===== src/hdl/jmvc_pkg.sv =====
// Package for the Jones matrix visibility correction unit.
// Holds the field widths, the command codes and the structs shared by the lanes,
// the station table, the output queue and the top level. It depends on nothing.
package jmvc_pkg;

  localparam int JONES_W    = 18;
  localparam int VIS_W      = 32;
  localparam int ST_W       = 6;
  localparam int N_CPLX     = 4;
  localparam int ROW_W      = 2 * N_CPLX * JONES_W;
  localparam int VIS_ROW_W  = 2 * N_CPLX * VIS_W;
  localparam int IN_DATA_W  = 272;
  localparam int OUT_DATA_W = VIS_ROW_W;
  localparam int OUT_DEPTH  = 8;
  localparam int CNT_W      = $clog2(OUT_DEPTH + 1);

  typedef enum logic {
    CMD_APPLY = 1'b0,
    CMD_LOAD  = 1'b1
  } cmd_e;

  typedef struct packed {
    logic                  push;
    logic [OUT_DATA_W-1:0] data;
  } out_push_t;

endpackage


===== src/hdl/jmvc_out_fifo.sv =====
// Output queue of corrected visibilities, OUT_DEPTH items deep.
// Absorbs what the pipeline has in flight when the sink stalls. Depends on jmvc_pkg.
module jmvc_out_fifo import jmvc_pkg::*; (
  input  logic                  clk_i,
  input  logic                  rst_ni,
  input  out_push_t             push_i,
  output logic                  m_tvalid,
  input  logic                  m_tready,
  output logic [OUT_DATA_W-1:0] m_tdata,
  output logic [CNT_W-1:0]      count_o
);

  localparam int PW = $clog2(OUT_DEPTH);

  logic [OUT_DATA_W-1:0] mem [OUT_DEPTH];
  logic [PW-1:0]         wr_ptr_q, rd_ptr_q;
  logic [CNT_W-1:0]      cnt_q;
  logic                  pop;

  assign pop = m_tvalid && m_tready;

  always_ff @(posedge clk_i) begin
    if (push_i.push) begin
      mem[wr_ptr_q] <= push_i.data;
    end
  end

  always_ff @(posedge clk_i or negedge rst_ni) begin
    if (!rst_ni) begin
      wr_ptr_q <= '0;
      rd_ptr_q <= '0;
      cnt_q    <= '0;
    end else begin
      if (push_i.push) wr_ptr_q <= wr_ptr_q + PW'(1);
      if (pop)         rd_ptr_q <= rd_ptr_q + PW'(1);
      case ({push_i.push, pop})
        2'b10:   cnt_q <= cnt_q + CNT_W'(1);
        2'b01:   cnt_q <= cnt_q - CNT_W'(1);
        default: cnt_q <= cnt_q;
      endcase
    end
  end

  assign m_tvalid = (cnt_q != '0);
  assign m_tdata  = mem[rd_ptr_q];
  assign count_o  = cnt_q;

endmodule


===== config.mk =====
export PLATFORM = sky130hd
export DESIGN_NAME = jmvc_out_fifo
export DESIGN_NICKNAME = d
export VERILOG_FILES = /design/src/hdl/jmvc_pkg.sv /design/src/hdl/jmvc_out_fifo.sv
export SDC_FILE = /design/constraint.sdc
export NUM_CORES = 2
export LEC_CHECK = 0
export BUFFER_PORTS_ARGS = -buffer_cell sky130_fd_sc_hd__buf_2
export CORE_MARGIN = 5
export CORE_UTILIZATION = 46
export DETAILED_ROUTE_END_ITERATION = 8
export PLACE_DENSITY = 0.61
export SYNTH_ARGS = -nofsm -noshare
export SYNTH_HDL_FRONTEND = slang
export SYNTH_SLANG_ARGS = --single-unit

===== constraint.sdc =====
create_clock -name clk_i -period 38.2 [get_ports clk_i]
set_input_delay 5.73 -clock clk_i [delete_from_list [all_inputs] [get_ports clk_i]]
set_output_delay 5.73 -clock clk_i [all_outputs]
set_load 0.01 [all_outputs]

==> flow_metrics.py <==
metrics = {
    "timing": {
        "period_share_pct": 29.3,
        "final_max_slew_viol_count": 0,
        "period_minus_slack_ns": 11.18,
        "final.setup.worst_slack_ns": 27.02,
        "hold_violations": 0,
        "worst_pin_slew_ns": 1.06,
        "skew_ns": 0.0261,
        "whs_ns": 0.498,
        "rsz0062_at_grt": "no",
        "max_freq_mhz": 89.4,
        "setup_viol": 0,
        "slew_headroom_pct": 29.3,
        "finalSetupTns_ns": 0,
    },
    "placement": {
        "place_inst": 5657,
        "gp_congestion": 0.716,
        "dpl.hpwl_um": 88700,
        "port_buffers": 520,
        "post-place-ws_ns": 27.67,
    },
    "logic_synthesis": {
        "synth_area_um2": 77400,
        "yosysWarningCount": 0,
        "ys_seq_area_share_pct": 79.8,
        "ys_types": 24,
        "ys.flop_type": "edfxtp_1",
        "async_reset_ff_share_pct": 0.486,
        "synth_top_area_share_pct": 79.4,
        "ys_ff_latch": 2058,
        "synth_area_leaders": "edfxtp_1, mux4_2, mux2_2",
        "synth_edf_count": 2048,
        "netlist_instances": 3013,
        "avgSynthCellArea_um2": 25.7,
        "syn-num-nets": 3278,
        "yosys.area.top_type": "edfxtp_1",
    },
    "clocking": {
        "clock_latency_ns": 0.82,
        "numCtsBuffers": 207,
        "cts_htree_levels": 4,
        "clock-sinks": 2058,
        "clk_root_buffer_cell": "clkbuf_16",
        "cts_resized": 0,
        "cts_setup_buffers": 0,
        "cts_tree": "yes",
        "cts_buffer_depth": 3,
        "hold_buffers": 0,
        "clk_pin_slew_ns": 0.06,
    },
    "min_path": {
        "holdCritStartpoint": "count_o[3]$_DFFE_PN0P_",
        "holdPathStages": 1,
        "hold_end": "count_o[3]$_DFFE_PN0P_",
        "hold_path.class": "register to register",
    },
    "floorplanning": {
        "dieArea_um2": 177000,
        "die_w_um": 420,
        "ios": 521,
        "core-area_um2": 167000,
        "die_y_um": 420,
        "initial_core_util_pct": 46.3,
        "fp-row-count": 150,
    },
    "power_and_ir_drop": {
        "power_density_nw_per_um2": 77.3,
        "p_total_uw": 6870,
        "ir_drop_v": 0.0000598,
        "power.leakage_uw": 0.0286,
    },
    "setup_path": {
        "start_kind": "register",
        "critPathKind": "register to output pin",
        "r2r_end": "mem[2][57]$_DFFE_PP_",
        "arrival_ns": 5.45,
        "regToRegSetupSlack_ns": 34.16,
        "r2r_start": "wr_ptr_q[0]$_DFFE_PN0P_",
        "cp.required_ns": 32.47,
        "rr_worst_depth": 5,
        "path_max_fanout": 105,
        "endpoint_kind": "output pin",
    },
    "status": {
        "outcome": "finished, final reports clean",
    },
    "flow_run": {
        "cap_violations": 0,
    },
    "global_route": {
        "grt_max_degree": 136,
        "grt_pass1_wl_um": 239000,
        "grt_usage_pct": 18.5,
        "antenna_found_initial": 61,
        "gr-total-overflow": 0,
        "grt_pass1_vias": 35400,
    },
    "route": {
        "wire_per_inst_um": 26.7,
        "drcViolationCount": 0,
        "drtIter0Drc": 2482,
        "dr_total_vias": 33700,
        "wl_um": 162000,
        "routed_via_density": 5.55,
        "ant_nets": 0,
        "drt-pass1-iter-count": 7,
    },
    "finish": {
        "area_growth_pct": 14.9,
        "num-nets-final": 3927,
        "drive_above_1_share_pct": 42.4,
        "final-instance-count-excl-fill": 6070,
        "final_common_cell": "edfxtp_1",
        "final_cell_mix": "edfxtp_1, buf_2, mux4_2, mux2_2, clkbuf_16",
    },
}
final cells by class:
type / instances / area [um2]
clock buffer: 270 / 5500
clock inverter: 115 / 882
antenna: 28 / 70.1
multi-input combinational: 810 / 14800
tap: 2204 / 2760
inverter: 2 / 7.51
fill: 12700 / 78300
timing repair buffer: 583 / 3160
sequential: 2058 / 61800
worst max path at each step:
stage	to	slack (ns)	startpoint	depth (start not counted)
2_1_floorplan	mem[0][0]$_DFFE_PP_	13.97	push_i[256]	2
3_3_place_gp	m_tdata[178]	27.68	rd_ptr_q[0]$_DFFE_PN0N_	6
3_5_place_dp	m_tdata[178]	27.67	rd_ptr_q[0]$_DFFE_PN0N_	6
4_1_cts	m_tdata[178]	26.73	rd_ptr_q[0]$_DFFE_PN0N_	6
5_1_grt	m_tdata[178]	26.44	rd_ptr_q[0]$_DFFE_PN0N_	6
6_report	m_tdata[99]	27.02	rd_ptr_q[0]$_DFFE_PN0N_	6
power breakdown:
| group | total, uW | internal [uW] | switching [uW] | leakage, uW |
|---|---|---|---|---|
| Clock | 1900 | 1080 | 820 | 0.00310 |
| Combinational | 2040 | 949 | 1100 | 0.00680 |
| Sequential | 2930 | 2830 | 96.0 | 0.0187 |
through the flow:
stage | area, um2 | utilization, %
after floorplan | 77400 | -
after global placement | 82500 | 49.3
after detailed placement | 82500 | 49.3
after CTS | 88900 | 53.1
after global routing | 88900 | 53.1
final | 88900 | 53.2
Yosys cell counts (4+ instances only):
cell type  count
mux4_2       512
xor2_1         5
buf_2         12
mux2_2       259
nand2_1        4
edfxtp_1    2048
dfrtp_1       10
clkbuf_1      52
buf_6         52
ha_1           5
xnor2_1        4
buf_1         27
nor2_1         7
sequential cells by signal, summed over array words and instances, names as in the netlist:
signal and flops:
mem 2048, wr_ptr_q 3, rd_ptr_q 3, count_o 4
cell families after synthesis:
logic type	synth area share [%]
fa+ha+maj	0.0808
simple gates	0.133
mux	18.7
flops	79.8
xor+xnor	0.102
buf+inv	1.23
compound gates	0.0291
per-layer routing:
layer	vias to the layer above	GRT usage, %	routed length, um
met3	292	4.62	10200
met5	-	0	146
met2	855	30.9	82400
met4	20	5.63	4250
met1	18100	24.2	65300
li1	14400	-	-
critical path, stage by stage (launching register included):
cell	delay (ns)
dfrtp_4	0.98
buf_12	0.61
buf_4	0.75
buf_4	0.85
mux4_2	0.60
mux2_2	0.30
buf_2	0.15
(Power assumes the default switching activity.)
